===== src/hdl/vmhap_pkg.sv =====
// Shared types and constants for the video memory host access port.
// Used by vmhap_ctrl and video_memory_host_access_port; no dependencies.
`default_nettype none

package vmhap_pkg;

   localparam int ADDR_W    = 16;
   localparam int MEM_DEPTH = 65536;
   localparam int KIND_W    = 3;
   localparam int BYTE_W    = 8;
   localparam int REQ_W     = 16;   // kind + data, padded to whole bytes

   typedef enum logic [KIND_W-1:0] {
      KIND_REG_READ  = 3'd0,
      KIND_REG_WRITE = 3'd1,
      KIND_MEM_READ  = 3'd2,
      KIND_MEM_WRITE = 3'd3,
      KIND_INIT_READ = 3'd4
   } kind_type;

   // register numbers
   localparam logic [3:0] REG_SELECT   = 4'h0;
   localparam logic [3:0] REG_CTRL_LO  = 4'h1;
   localparam logic [3:0] REG_CTRL_HI  = 4'h2;
   localparam logic [3:0] REG_ADDR_MIN = 4'h8;
   localparam logic [3:0] REG_BASE     = 4'h9;
   localparam logic [3:0] REG_ADD2_LO  = 4'hb;
   localparam logic [3:0] REG_ADD2_HI  = 4'he;
   localparam logic [3:0] REG_WRAP_END = 4'hf;

   localparam logic [ADDR_W-1:0] ADDR_RESET = 16'hffff;
   localparam logic [BYTE_W-1:0] INIT_BYTE  = 8'hff;

   // memory access and response for one accepted transaction
   typedef struct packed {
      logic              rd_en;
      logic              wr_en;
      logic [ADDR_W-1:0] addr;
      logic [BYTE_W-1:0] wdata;
      logic [BYTE_W-1:0] resp_byte;   // answer when not a memory read
   } mem_req_type;

endpackage

`default_nettype wire


===== src/hdl/vmhap_ctrl.sv =====
// Register file and pointer logic of the host access port.
// Turns each accepted memory read or write into one video memory access; uses vmhap_pkg.
`default_nettype none

module vmhap_ctrl (
   input  wire logic                           clock,
   input  wire logic                           reset,
   input  wire logic                           accept,
   input  wire vmhap_pkg::kind_type            kind,
   input  wire logic [vmhap_pkg::BYTE_W-1:0]   data,
   output vmhap_pkg::mem_req_type              mem_req
);

   // Only control 1/2 and address 1/7 are ever used, so only those are kept.
   logic [3:0]                     reg_ptr_ff, reg_ptr_in;
   logic [3:0]                     next_ptr_ff, next_ptr_in;
   logic [vmhap_pkg::BYTE_W-1:0]   ctrl_lo_ff, ctrl_lo_in;
   logic [vmhap_pkg::BYTE_W-1:0]   ctrl_hi_ff, ctrl_hi_in;
   logic [vmhap_pkg::ADDR_W-1:0]   addr1_ff, addr1_in;
   logic [vmhap_pkg::ADDR_W-1:0]   addr7_ff, addr7_in;
   logic [vmhap_pkg::ADDR_W-1:0]   row_col_ff, row_col_in;
   logic                           rc_pend_ff, rc_pend_in;
   logic                           base_pend_ff, base_pend_in;
   logic                           init_ff, init_in;
   logic                           sel_ff, sel_in;     // 0 write mode, 1 read mode
   logic [vmhap_pkg::ADDR_W-1:0]   xy_ff, xy_in;
   logic [vmhap_pkg::ADDR_W-1:0]   base_ff, base_in;

   logic [vmhap_pkg::ADDR_W-1:0]   pair_word;
   logic [vmhap_pkg::ADDR_W-1:0]   pair_sum;
   logic [vmhap_pkg::ADDR_W-1:0]   base_ld, xy_ld, acc_addr, acc_next;
   logic                           sel_mid, sel_new, use_xy;

   function automatic logic [vmhap_pkg::ADDR_W-1:0] ptr_advance(
      input logic [vmhap_pkg::ADDR_W-1:0] p,
      input logic [vmhap_pkg::ADDR_W-1:0] wrap_at,
      input logic [vmhap_pkg::ADDR_W-1:0] wrap_to
   );
      logic [vmhap_pkg::ADDR_W-1:0] q;
      q = p + 16'd1;
      return (q == wrap_at) ? wrap_to : q;
   endfunction

   assign pair_word = {ctrl_hi_ff, ctrl_lo_ff};
   assign pair_sum  = pair_word +
                      (((reg_ptr_ff >= vmhap_pkg::REG_ADD2_LO) &&
                        (reg_ptr_ff <= vmhap_pkg::REG_ADD2_HI)) ? 16'd2 : 16'd1);

   // pointer loads and selection for memory accesses
   always_comb begin
      if (kind == vmhap_pkg::KIND_MEM_READ) begin
         base_ld = base_pend_ff ? (init_ff ? addr1_ff : addr1_ff - 16'd1) : base_ff;
         sel_mid = base_pend_ff ? 1'b0 : sel_ff;
         xy_ld   = rc_pend_ff ? (init_ff ? row_col_ff : row_col_ff - 16'd1) : xy_ff;
         sel_new = rc_pend_ff ? 1'b1 : sel_mid;
         use_xy  = sel_new;
      end else begin
         base_ld = base_pend_ff ? addr1_ff : base_ff;
         sel_mid = base_pend_ff ? 1'b1 : sel_ff;
         xy_ld   = rc_pend_ff ? row_col_ff : xy_ff;
         sel_new = rc_pend_ff ? 1'b0 : sel_mid;
         use_xy  = !sel_new;
      end
      acc_addr = use_xy ? xy_ld : base_ld;
      acc_next = ptr_advance(acc_addr, addr7_ff, addr1_ff);
   end

   always_comb begin
      reg_ptr_in   = reg_ptr_ff;
      next_ptr_in  = next_ptr_ff;
      ctrl_lo_in   = ctrl_lo_ff;
      ctrl_hi_in   = ctrl_hi_ff;
      addr1_in     = addr1_ff;
      addr7_in     = addr7_ff;
      row_col_in   = row_col_ff;
      rc_pend_in   = rc_pend_ff;
      base_pend_in = base_pend_ff;
      init_in      = init_ff;
      sel_in       = sel_ff;
      xy_in        = xy_ff;
      base_in      = base_ff;
      mem_req      = '0;
      mem_req.addr  = acc_addr;
      mem_req.wdata = data;
      if (accept) begin
         unique case (kind) inside
            vmhap_pkg::KIND_REG_READ: begin
               reg_ptr_in = next_ptr_ff;
            end
            vmhap_pkg::KIND_REG_WRITE: begin
               if (reg_ptr_ff == vmhap_pkg::REG_SELECT) begin
                  reg_ptr_in  = data[3:0];
                  next_ptr_in = data[7:4];
               end else begin
                  reg_ptr_in = next_ptr_ff;
                  if (reg_ptr_ff < vmhap_pkg::REG_ADDR_MIN) begin
                     if (reg_ptr_ff == vmhap_pkg::REG_CTRL_LO) begin
                        ctrl_lo_in = data;
                        row_col_in = {ctrl_hi_ff, data};
                        rc_pend_in = 1'b1;
                     end else if (reg_ptr_ff == vmhap_pkg::REG_CTRL_HI) begin
                        ctrl_hi_in = data;
                        row_col_in = {data, ctrl_lo_ff};
                        rc_pend_in = 1'b1;
                     end
                  end else begin
                     if (reg_ptr_ff == vmhap_pkg::REG_BASE)
                        addr1_in = pair_sum;
                     if (reg_ptr_ff == vmhap_pkg::REG_WRAP_END)
                        addr7_in = pair_sum;
                     rc_pend_in   = 1'b0;
                     base_pend_in = (reg_ptr_ff == vmhap_pkg::REG_BASE);
                  end
               end
            end
            vmhap_pkg::KIND_MEM_READ, vmhap_pkg::KIND_MEM_WRITE: begin
               rc_pend_in   = 1'b0;
               base_pend_in = 1'b0;
               sel_in       = sel_new;
               reg_ptr_in   = '0;
               xy_in        = use_xy ? acc_next : xy_ld;
               base_in      = use_xy ? base_ld : acc_next;
               if (kind == vmhap_pkg::KIND_MEM_READ) begin
                  init_in       = 1'b0;
                  mem_req.rd_en = 1'b1;
               end else begin
                  mem_req.wr_en = 1'b1;
               end
            end
            vmhap_pkg::KIND_INIT_READ: begin
               init_in           = 1'b1;
               reg_ptr_in        = '0;
               mem_req.resp_byte = vmhap_pkg::INIT_BYTE;
            end
            default: begin
            end
         endcase
      end
   end

   always_ff @(posedge clock) begin
      if (reset) begin
         reg_ptr_ff   <= '0;
         next_ptr_ff  <= '0;
         ctrl_lo_ff   <= '0;
         ctrl_hi_ff   <= '0;
         addr1_ff     <= vmhap_pkg::ADDR_RESET;
         addr7_ff     <= vmhap_pkg::ADDR_RESET;
         row_col_ff   <= '0;
         rc_pend_ff   <= 1'b0;
         base_pend_ff <= 1'b0;
         init_ff      <= 1'b0;
         sel_ff       <= 1'b0;
         xy_ff        <= '0;
         base_ff      <= '0;
      end else begin
         reg_ptr_ff   <= reg_ptr_in;
         next_ptr_ff  <= next_ptr_in;
         ctrl_lo_ff   <= ctrl_lo_in;
         ctrl_hi_ff   <= ctrl_hi_in;
         addr1_ff     <= addr1_in;
         addr7_ff     <= addr7_in;
         row_col_ff   <= row_col_in;
         rc_pend_ff   <= rc_pend_in;
         base_pend_ff <= base_pend_in;
         init_ff      <= init_in;
         sel_ff       <= sel_in;
         xy_ff        <= xy_in;
         base_ff      <= base_in;
      end
   end

endmodule

`default_nettype wire


===== config.mk =====
export PLATFORM = sky130hd
export DESIGN_NAME = vmhap_ctrl
export DESIGN_NICKNAME = d
export VERILOG_FILES = /design/src/hdl/vmhap_pkg.sv /design/src/hdl/vmhap_ctrl.sv
export SDC_FILE = /design/constraint.sdc
export NUM_CORES = 1
export LEC_CHECK = 0
export BUFFER_PORTS_ARGS = -buffer_cell sky130_fd_sc_hd__buf_2
export CORE_MARGIN = 1
export CORE_UTILIZATION = 50
export CTS_CLUSTER_SIZE = 14
export DETAILED_ROUTE_END_ITERATION = 8
export GPL_TIMING_DRIVEN = 0
export PLACE_DENSITY = 0.67
export SYNTH_ARGS = -nofsm -noshare
export SYNTH_HDL_FRONTEND = slang
export SYNTH_SLANG_ARGS = --single-unit

===== constraint.sdc =====
create_clock -name clock -period 6.9 [get_ports clock]
set_input_delay 1.38 -clock clock [delete_from_list [all_inputs] [get_ports clock]]
set_output_delay 1.38 -clock clock [all_outputs]
set_load 0.01 [all_outputs]

* Yosys cells after proc, flatten, opt, wreduce, memory -nomap -nowiden
Index checks and enable logic that the tools add are counted.
Storage, ports and cells: RAM bits 0, latch bits 0, logic and storage cells 96, bits in registers 108, memories kept 0, bits in read-only memories 0
Operators by class: multipliers 0, divide/modulo/power cells 0, equality and inequality tests 13, multiplexer cells 39, add/sub/neg operators 4, magnitude comparators 3, shift-type cells 0, reduce and logical (&&, ||, !) cells 21, bitwise operators 3
Operators by type and width (number):
- $mux W16 | 14
- $sub A16 B1 Y16 const B | 2
- $reduce_and A5 Y1 | 4
- $add A16 B1 Y16 const B | 1
- $add A16 B2 Y16 | 1
- $eq A16 B16 Y1 | 1
- $mux W8 | 2
- $mux W1 | 15
- $pmux W4 S3 | 1
- $eq A4 B4 Y1 const B | 2
- $reduce_and A4 Y1 | 2
- $eq A3 B2 Y1 const B | 2
- $mux W2 | 3
- $ne A2 B2 Y1 const B | 3
- $pmux W1 S2 | 3
- $reduce_and A3 Y1 | 2
- $reduce_and A6 Y1 | 1
- $reduce_bool A2 Y1 | 3
- $eq A4 B1 Y1 const B | 1
- $eq A4 B2 Y1 const B | 1
- $ge A4 B4 Y1 const B | 1
- $le A4 B4 Y1 const B | 1
- $logic_not A4 Y1 | 1
- $lt A4 B4 Y1 const B | 1
- 12 further kinds | 15

* Logic depth before layout (Yosys ltp)
Gate-level depths: netlist of the first run.
depth in word-level cells 9, mapped depth 19, mapped depth without buffers 16

* Worst setup path before layout of the first run
Ideal clock, no wire load.
path kind in2reg, from input port kind[0], to register base_ff[12] (netlist name), cell stages on the path 19, path slack 1.046 ns, path buffers 3, data arrival time 5.720 ns, cells stage by stage buf_2 > nor3b_2 > xnor2_1 > clkbuf_1 > nand2_1 > a21oi_1 > a21oi_1 > o21ai_0 > ha_1 > o31ai_1 > a221oi_1 > nand4_1 > nor2_1 > a21oi_1 > a2111o_1 > nor4_4 > buf_6 > mux2i_1 > o221ai_1
RTL lines:
- from (decl) | line vmhap_ctrl.sv:9 | input wire vmhap_pkg::kind_type kind,
- to (signal assigned) | line vmhap_ctrl.sv:169 | base_ff <= base_in;
- to (decl) | line vmhap_ctrl.sv:27 | logic [vmhap_pkg::ADDR_W-1:0] base_ff, base_in;

* Final worst setup path of the first run
from input port kind[0], to register base_ff[6] (netlist name)
Between the ends: cells in the longest elaborated chain, start to end 7, elaborated cells on any way between the ends 12
Ends and longest elaborated chain:
- $eq A3 B2 Y1 | line vmhap_ctrl.sv:51 | if (kind == vmhap_pkg::KIND_MEM_READ) begin
- $mux W16 or $mux W1 (tied branches) | line vmhap_ctrl.sv:51
- $mux W16 | line vmhap_ctrl.sv:64 | acc_addr = use_xy ? xy_ld : base_ld;
- $add A16 B1 Y16 | line vmhap_ctrl.sv:40 | q = p + 16'd1;
- $eq A16 B16 Y1 | line vmhap_ctrl.sv:41 | return (q == wrap_at) ? wrap_to : q;
- $mux W16 | line vmhap_ctrl.sv:41
- $mux W16 | line vmhap_ctrl.sv:122 | base_in = use_xy ? base_ld : acc_next;
Parallel ways exist; a longest one is shown, timed or not. A chain may end at the register's enable or synchronous reset.

==> flow_summary.json, run 1 <==
{
  "status": "finished, final reports clean",
  "antennaDiodeCount": 0,
  "die_w_um": 121,
  "ys.flop_type": "dfxtp_1",
  "grt_pass1_vias": 6191,
  "worstSetupStartpointType": "primary input",
  "leakage_nw": 2.67,
  "synth_seq_cells": 108,
  "clk_pin_slew_ns": 0.07,
  "clkLatencyLatePin_ns": 0.37,
  "fp-row-count": 43,
  "clock_path_buffers": 2,
  "drv_cap": 0,
  "skew_ns": 0.00930,
  "hpwl_um": 18400,
  "synthCells": 871,
  "setup_violations": 0,
  "routed_via_density": 6.30,
  "yosysUniqueCellTypes": 82,
  "die-area_um2": 14600,
  "relSlewSlack_pct": 23.4,
  "yosysTopAreaCellShare_pct": 30.6,
  "drc_errors": 0,
  "hold_violations": 0,
  "synth_area_leader_cell": "dfxtp_1",
  "finalCritPeriodShare_pct": 96.2,
  "fin_tns_setup_ns": 0,
  "syn-num-nets": 891,
  "hold_depth": 2,
  "powerDensity_nw_per_um2": 171,
  "area.growth.synth_to_final_pct": 11.1,
  "core_area_um2": 13800,
  "place_congestion": 1.02,
  "worstPathArrival_ns": 6.86,
  "power_mw": 1.34,
  "routed_wl_um": 23800,
  "first_iter_violations": 607,
  "r2r_cells": 17,
  "wl_per_cell_um": 21.4,
  "fin_crit_ns": 6.64,
  "worst_pin_slew_ns": 1.14,
  "yosys-top-cells-area": "dfxtp_1 31%, mux2i_1 5.4%, nor2_1 5.0%",
  "slew_viol_final": 0,
  "cts_tree": "yes",
  "ant_nets": 0,
  "final_core_util_pct": 56.9,
  "postCtsSetupRepairBufs": 0,
  "vias": 7005,
  "io_buffers": 45,
  "cts_hold_buf": 0,
  "yosysSeqAreaShare_pct": 30.6,
  "antenna_found_initial": 0,
  "path_class": "in -> reg",
  "clock-root-buffer": "clkbuf_16",
  "grt_max_degree": 19,
  "cp_max_fo": 10,
  "htreeDepth": 3,
  "cp-end-kind": "flop",
  "r2r_slack_ns": 0.42,
  "avgSynthCellArea_um2": 8.12,
  "synth_edf_count": 0,
  "io_pins": 48,
  "hp-class": "reg -> reg",
  "grt_setup_unrepaired": "false",
  "cts_buffers": 9,
  "yosysWarnings": 0,
  "max_freq_ghz": 0.151,
  "die_h_um": 121,
  "cts_sinks": 108,
  "start_util_pct": 51.2,
  "synthArstFlopShare_pct": 0,
  "gr-total-overflow": 0,
  "worst_hold_slack_ns": 0.468,
  "syn_area_um2": 7080,
  "grt_pass1_wl_um": 36200,
  "max-vdd-ir-drop_uv": 158,
  "drive_gt1_share_pct": 13.0,
  "grt_util_all_layers_pct": 33.2,
  "final_nets": 947,
  "cp_data_required_time_ns": 7.12,
  "dr.pass1.iters": 5
}
-- report_power, final --
part	total (mW)	internal (mW)	switching, mW
registers	0.638	0.631	0.00710
logic	0.164	0.0576	0.106
clock network	0.541	0.285	0.255
total	1.34	0.974	0.369
-- metal layers --
metal  wire length, µm  vias to the layer above  track usage [%]
met1             10600                     3373             44.9
met5                 0                        -                0
li1                  -                     3306                -
met4               930                        0             16.4
met3              1800                       58             6.86
met2             10400                      268             50.1
-- state kept, by name (all words and copies together), names as in the netlist --
| register | cells |
|---|---|
| addr1_ff | 16 |
| addr7_ff | 16 |
| base_ff | 16 |
| base_pend_ff | 1 |
| ctrl_hi_ff | 8 |
| ctrl_lo_ff | 8 |
| init_ff | 1 |
| next_ptr_ff | 4 |
| rc_pend_ff | 1 |
| reg_ptr_ff | 4 |
| row_col_ff | 16 |
| sel_ff | 1 |
| xy_ff | 16 |
-- worst max-delay path, stage by stage --
cell	delay, ns
buf_2	0.10
buf_2	0.19
nor3b_4	0.41
xnor2_1	0.37
clkbuf_2	0.39
nand2_1	0.09
a21oi_1	0.14
a21oi_1	0.06
o21ai_0	0.32
ha_1	0.37
o31ai_1	0.16
a221oi_2	0.40
nand4_1	0.35
nor2_1	0.27
a21oi_1	0.10
a2111o_1	0.44
nor4_4	0.49
buf_6	0.26
mux2i_1	0.38
o221ai_1	0.18
-- area by class of cell --
type	count	area, µm²
Clock buffer	10	229
Clock inverter	6	68.8
Inverter	26	97.6
Multi-Input combinational cell	658	4460
Tap cell	180	225
Fill cell	1324	5970
Timing Repair Buffer	45	225
Sequential cell	108	2160
Buffer	79	390
-- placed cells by master, fill, tap and decap left out, types with 9 or more instances in the layout --
master	n
dfxtp_1	108
nor2_1	94
nand2_1	85
buf_2	50
clkbuf_1	49
mux2i_1	37
a21oi_1	35
a211oi_1	35
a211o_1	33
inv_1	26
xnor2_1	26
nand3_1	21
xor2_1	21
o221ai_1	17
nor4_1	16
nor3_1	16
nand4_1	16
o21ai_0	16
nand2b_1	16
buf_4	15
or3_1	13
clkbuf_16	9
-- stage by stage --
stage                     area [µm²]  setup WS (ns)  instances
after floorplan                 7080           1.05        871
after global placement          7530         -0.893       1096
after detailed placement        7530         -0.736       1096
after CTS                       7840          0.108       1112
after global routing            7860        0.00224       1112
final                           7860          0.263       1112
-- kinds of logic after synthesis --
kind of cell / Yosys count / share of synthesized area, %
AND/OR/NAND/NOR: 337 / 24.5
multiplexers: 46 / 6.65
adder cells (fa/ha/maj): 6 / 1.17
flip-flops: 108 / 30.6
AO/OA/AOI/OAI: 217 / 22.9
buffers and inverters: 105 / 6.88
XOR/XNOR: 52 / 7.43
-- worst paths after layout --
| kind | from | to |
|---|---|---|
| max | kind[0] | base_ff[6] |
| min | next_ptr_ff[0] | next_ptr_ff[0] |
| max reg2reg | base_pend_ff | base_ff[6] |
| min reg2reg | next_ptr_ff[0] | next_ptr_ff[0] |
-- synth_stat cells, types with 4 or more instances --
library cell	count
dfxtp_1	108
nor2_1	94
nand2_1	85
clkbuf_1	49
mux2i_1	38
a211oi_1	35
a21oi_1	35
a211o_1	33
inv_1	26
xnor2_1	26
nand3_1	21
xor2_1	21
nor4_1	17
o21ai_0	17
o221ai_1	17
nand2b_1	16
nand4_1	16
nor3_1	16
buf_4	15
or3_1	13
a22oi_1	8
and2_1	8
mux2_2	8
nor3b_1	8
or4_1	8
o211ai_1	7
a31oi_1	6
and3_1	6
buf_1	6
o22ai_1	6
buf_2	5
ha_1	5
nor2b_1	5
o21a_1	5
buf_6	4
o21ai_1	4
o31ai_1	4
or2_2	4
xnor3_1	4
-- repair_timing --
item	CTS	global route
endpoints found under the setup margin	32	32
resized for setup	3	6
hold endpoints to repair	0	0
No activity file was read; power rests on OpenSTA's default activity.
==> inputs of run 2 (changes only) <==
PLACE_DENSITY = 0.77   (was 0.67)
==> flow_summary.json, run 2 (same netlist as run 1, synthesis figures left out) <==
{
  "status": "finished, final reports clean",
  "core_area_um2": 13800,
  "worstSetupStartpointType": "primary input",
  "hold_depth": 2,
  "start_util_pct": 51.2,
  "pre_cts_slack_ns": -0.734,
  "powerDensity_nw_per_um2": 171,
  "hold_end": "next_ptr_ff[0]",
  "first_iter_violations": 878,
  "grt_util_all_layers_pct": 32.9,
  "worst_pin_slew_ns": 1.06,
  "cts_tree": "yes",
  "fin_crit_ns": 6.78,
  "area.growth.synth_to_final_pct": 11.1,
  "grt_setup_unrepaired": "false",
  "cts_buffers": 9,
  "final_common_cell": "dfxtp_1",
  "fp-row-count": 43,
  "gr-total-overflow": 0,
  "die_w_um": 121,
  "grt_pass1_vias": 6347,
  "relSlewSlack_pct": 29.1,
  "worstPathArrival_ns": 6.99,
  "drive_gt1_share_pct": 12.9,
  "routed_wl_um": 23500,
  "worst_r2r_endpoint": "base_ff[6]",
  "clkLatencyLatePin_ns": 0.36,
  "r2r_cells": 17,
  "routed_via_density": 6.38,
  "clock-root-buffer": "clkbuf_16",
  "fin_ws_ns": 0.117,
  "cp_data_required_time_ns": 7.11,
  "min_from": "next_ptr_ff[0]",
  "clock_path_buffers": 2,
  "hpwl_um": 17700,
  "place_congestion": 1.02,
  "cts_sinks": 108,
  "final_nets": 947,
  "hold_violations": 0,
  "drc_errors": 0,
  "dr.pass1.iters": 9,
  "r2r-start": "base_pend_ff",
  "vias": 7090,
  "clk_pin_slew_ns": 0.08,
  "max_freq_ghz": 0.147,
  "final_core_util_pct": 56.9,
  "antenna_found_initial": 0,
  "drv_cap": 0,
  "r2r_slack_ns": 0.31,
  "htreeDepth": 3,
  "ant_nets": 0,
  "io_pins": 48,
  "cp_max_fo": 10,
  "postCtsSetupRepairBufs": 0,
  "hp-class": "reg -> reg",
  "leakage_nw": 2.67,
  "die_h_um": 121,
  "fill_cells": 1294,
  "slew_viol_final": 0,
  "finalCritPeriodShare_pct": 98.3,
  "worst_hold_slack_ns": 0.459,
  "wl_per_cell_um": 21.1,
  "antennaDiodeCount": 0,
  "cp-end-kind": "flop",
  "max-vdd-ir-drop_uv": 137,
  "layout_common_cells": "108 x dfxtp_1, 94 x nor2_1, 85 x nand2_1",
  "skew_ns": 0.00962,
  "grt_max_degree": 20,
  "io_buffers": 45,
  "path_class": "in -> reg",
  "die-area_um2": 14600,
  "setup_violations": 0,
  "grt_pass1_wl_um": 36300
}
==> run 2: power breakdown <==
part	internal, mW	switching, mW	leakage (nW)
registers	0.631	0.00652	0.874
logic	0.0574	0.106	1.65
clock network	0.288	0.259	0.150
==> run 2: worst max-delay path by stage <==
stage	from	to	cells after the start
4_1_cts	kind[0]	base_ff[6]	18
3_5_place_dp	kind[0]	base_ff[12]	18
5_1_grt	kind[0]	base_ff[6]	18
2_1_floorplan	kind[0]	base_ff[12]	19
3_3_place_gp	kind[0]	base_ff[12]	18
6_report	kind[0]	base_ff[6]	18
==> run 2: metal layers <==
layer | vias to the layer above | wire [µm] | GRT usage [%]
li1 | 3318 | - | -
met1 | 3338 | 9900 | 43.0
met2 | 366 | 10400 | 50.4
met3 | 68 | 2170 | 7.52
met4 | 0 | 1020 | 17.1
met5 | - | 0 | 0
==> run 2: repair_timing <==
action	CTS	global route
endpoints found under the setup margin	32	29
hold buffers	0	0
gates resized for setup	3	5
pin swaps	0	0
==> run 2: critical path, cell delays in order <==
cell and delay [ns]:
buf_2 0.10, buf_2 0.18, nor3b_4 0.37, mux2i_1 0.52
nand2_1 0.22, clkbuf_1 0.33, o21ai_2 0.37, ha_1 0.37
o31ai_1 0.14, a221oi_2 0.40, nand4_1 0.33, nor4_1 0.53
a2bb2oi_1 0.27, nand4_1 0.18, nor4_4 0.45, buf_6 0.27
mux2i_1 0.37, o221ai_1 0.19
==> run 2: stage by stage <==
step / TNS, ns / instances / total power [mW] / cell area, µm²
after floorplan: 0 / 871 / 0.755 / 7080
after global placement: -18.46 / 1096 / 0.807 / 7530
after detailed placement: -18.04 / 1096 / 0.808 / 7530
after CTS: 0 / 1112 / 1.35 / 7850
after global routing: 0 / 1112 / 1.39 / 7860
final: 0 / 1112 / 1.35 / 7860
==> run 2: layout make-up <==
class                   instances  area [µm²]  share of cell area [%]
flip-flops and latches        108        2160                    27.5
clock inverters                 7        82.6                    1.05
inverters                      26        97.6                    1.24
clock buffers                   9         225                    2.86
well taps                     180         225                    2.86
plain buffers                  79         390                    4.96
multi-input cells             658        4450                    56.7
repair buffers                 45         225                    2.86
==> inputs of run 3 (changes only) <==
CAP_MARGIN = 20   (was not set)
PLACE_DENSITY = 0.68   (was 0.77)
==> flow_summary.json, run 3 (same netlist as run 1, synthesis figures left out) <==
{
  "status": "finished, final reports clean",
  "die_h_um": 121,
  "grt_pass1_wl_um": 36200,
  "fin_crit_ns": 6.75,
  "pre_cts_slack_ns": -0.628,
  "ant_nets": 0,
  "worstSetupStartpointType": "primary input",
  "cp_data_required_time_ns": 7.13,
  "fin_ws_ns": 0.146,
  "htreeDepth": 3,
  "cts_tree": "yes",
  "worstPathArrival_ns": 6.98,
  "drc_errors": 0,
  "dr.pass1.iters": 7,
  "drive_gt1_share_pct": 13.1,
  "leakage_nw": 2.67,
  "routed_via_density": 6.30,
  "wl_per_cell_um": 21.2,
  "min_from": "next_ptr_ff[3]",
  "routed_wl_um": 23500,
  "hpwl_um": 17900,
  "final_common_cell": "dfxtp_1",
  "r2r-start": "base_pend_ff",
  "cts_sinks": 108,
  "skew_ns": 0.00755,
  "powerDensity_nw_per_um2": 171,
  "core_area_um2": 13800,
  "worst_pin_slew_ns": 1.03,
  "max_freq_ghz": 0.148,
  "grt_util_all_layers_pct": 32.9,
  "layout_common_cells": "108 x dfxtp_1, 93 x nor2_1, 85 x nand2_1",
  "clock-root-buffer": "clkbuf_16",
  "vias": 7014,
  "antennaDiodeCount": 0,
  "slew_viol_final": 0,
  "die-area_um2": 14600,
  "gr-total-overflow": 0,
  "clock_path_buffers": 2,
  "io_buffers": 45,
  "fp-row-count": 43,
  "place_congestion": 0.994,
  "r2r_cells": 17,
  "first_iter_violations": 749,
  "worst_r2r_endpoint": "base_ff[12]",
  "start_util_pct": 51.2,
  "clkLatencyLatePin_ns": 0.36,
  "antenna_found_initial": 0,
  "cp_max_fo": 10,
  "hold_depth": 2,
  "path_class": "in -> reg",
  "die_w_um": 121,
  "setup_violations": 0,
  "r2r_slack_ns": 0.32,
  "fill_cells": 1325,
  "relSlewSlack_pct": 30.5,
  "final_nets": 948,
  "clk_pin_slew_ns": 0.07,
  "cp-end-kind": "flop",
  "cts_buffers": 9,
  "power_mw": 1.35,
  "hold_violations": 0,
  "finalCritPeriodShare_pct": 97.9,
  "postCtsSetupRepairBufs": 0,
  "max-vdd-ir-drop_uv": 171,
  "fin_tns_setup_ns": 0,
  "hold_end": "next_ptr_ff[3]",
  "io_pins": 48,
  "drv_cap": 0,
  "area.growth.synth_to_final_pct": 11.1,
  "grt_pass1_vias": 6363,
  "grt_setup_unrepaired": "false",
  "worst_hold_slack_ns": 0.464,
  "grt_max_degree": 18,
  "hp-class": "reg -> reg"
}
==> run 3: cell count changes in the layout (fill, tap and decap cells not counted), sizes merged <==
cell,previous run,this run
buf,75,77
clkbuf,58,60
clkinv,2,0
inv,29,28
==> run 3: layer usage <==
metal	GRT usage, %	share of wire [%]	vias to the layer above
met5	0	0	-
met1	43.6	43	3273
met3	6.86	8.8	79
met2	49.7	43	354
li1	-	-	3308
met4	18.3	5.0	0
==> run 3: what timing repair did <==
| action | CTS | global route |
|---|---|---|
| gates resized for setup | 3 | 8 |
| hold buffers | 0 | 0 |
| hold endpoints to repair | 0 | 0 |
| endpoints found under the setup margin | 23 | 23 |
==> run 3: worst max-delay path by stage <==
stage          depth (start not counted)           to  slack (ns)  startpoint
3_5_place_dp                          18  base_ff[12]       -0.63     kind[0]
5_1_grt                               20  base_ff[12]        0.02     kind[0]
3_3_place_gp                          18  base_ff[12]       -0.86     kind[0]
6_report                              18  base_ff[12]        0.15     kind[0]
2_1_floorplan                         19  base_ff[12]        1.05     kind[0]
4_1_cts                               18  base_ff[12]        0.19     kind[0]
==> run 3: worst max-delay path, cell delays in order <==
cell and delay, ns:
buf_2 0.10, buf_2 0.18, nor3b_4 0.38, mux2i_1 0.50, nand2_1 0.21, clkbuf_1 0.33
o21ai_2 0.40, ha_1 0.38, o31ai_1 0.15, a221oi_2 0.40, nand4_1 0.36, nor2_1 0.29
a21oi_1 0.11, a2111o_1 0.44, nor4_4 0.52, buf_6 0.26, mux2i_1 0.41, o221ai_1 0.18
==> run 3: area by class of cell <==
class	instances	area, µm²	area share [%]
Buffer	79	392	4.98
Clock buffer	12	246	3.13
Clock inverter	4	55.1	0.700
Inverter	26	97.6	1.24
Multi-Input combinational cell	658	4450	56.6
Sequential cell	108	2160	27.5
Tap cell	180	225	2.86
Timing Repair Buffer	46	233	2.96
==> run 3: through the flow <==
stage | cell area [µm²] | utilization (%) | std cells
floorplan | 7080 | - | 871
finish | 7870 | 56.9 | 1113
global placement | 7530 | 54.4 | 1096
CTS | 7840 | 56.7 | 1113
detailed placement | 7530 | 54.5 | 1097
global route | 7870 | 56.9 | 1113
==> run 3: report_power, final <==
part	total [mW]	internal (mW)	switching (mW)
registers	0.637	0.631	0.00654
logic	0.163	0.0575	0.106
clock network	0.547	0.295	0.252
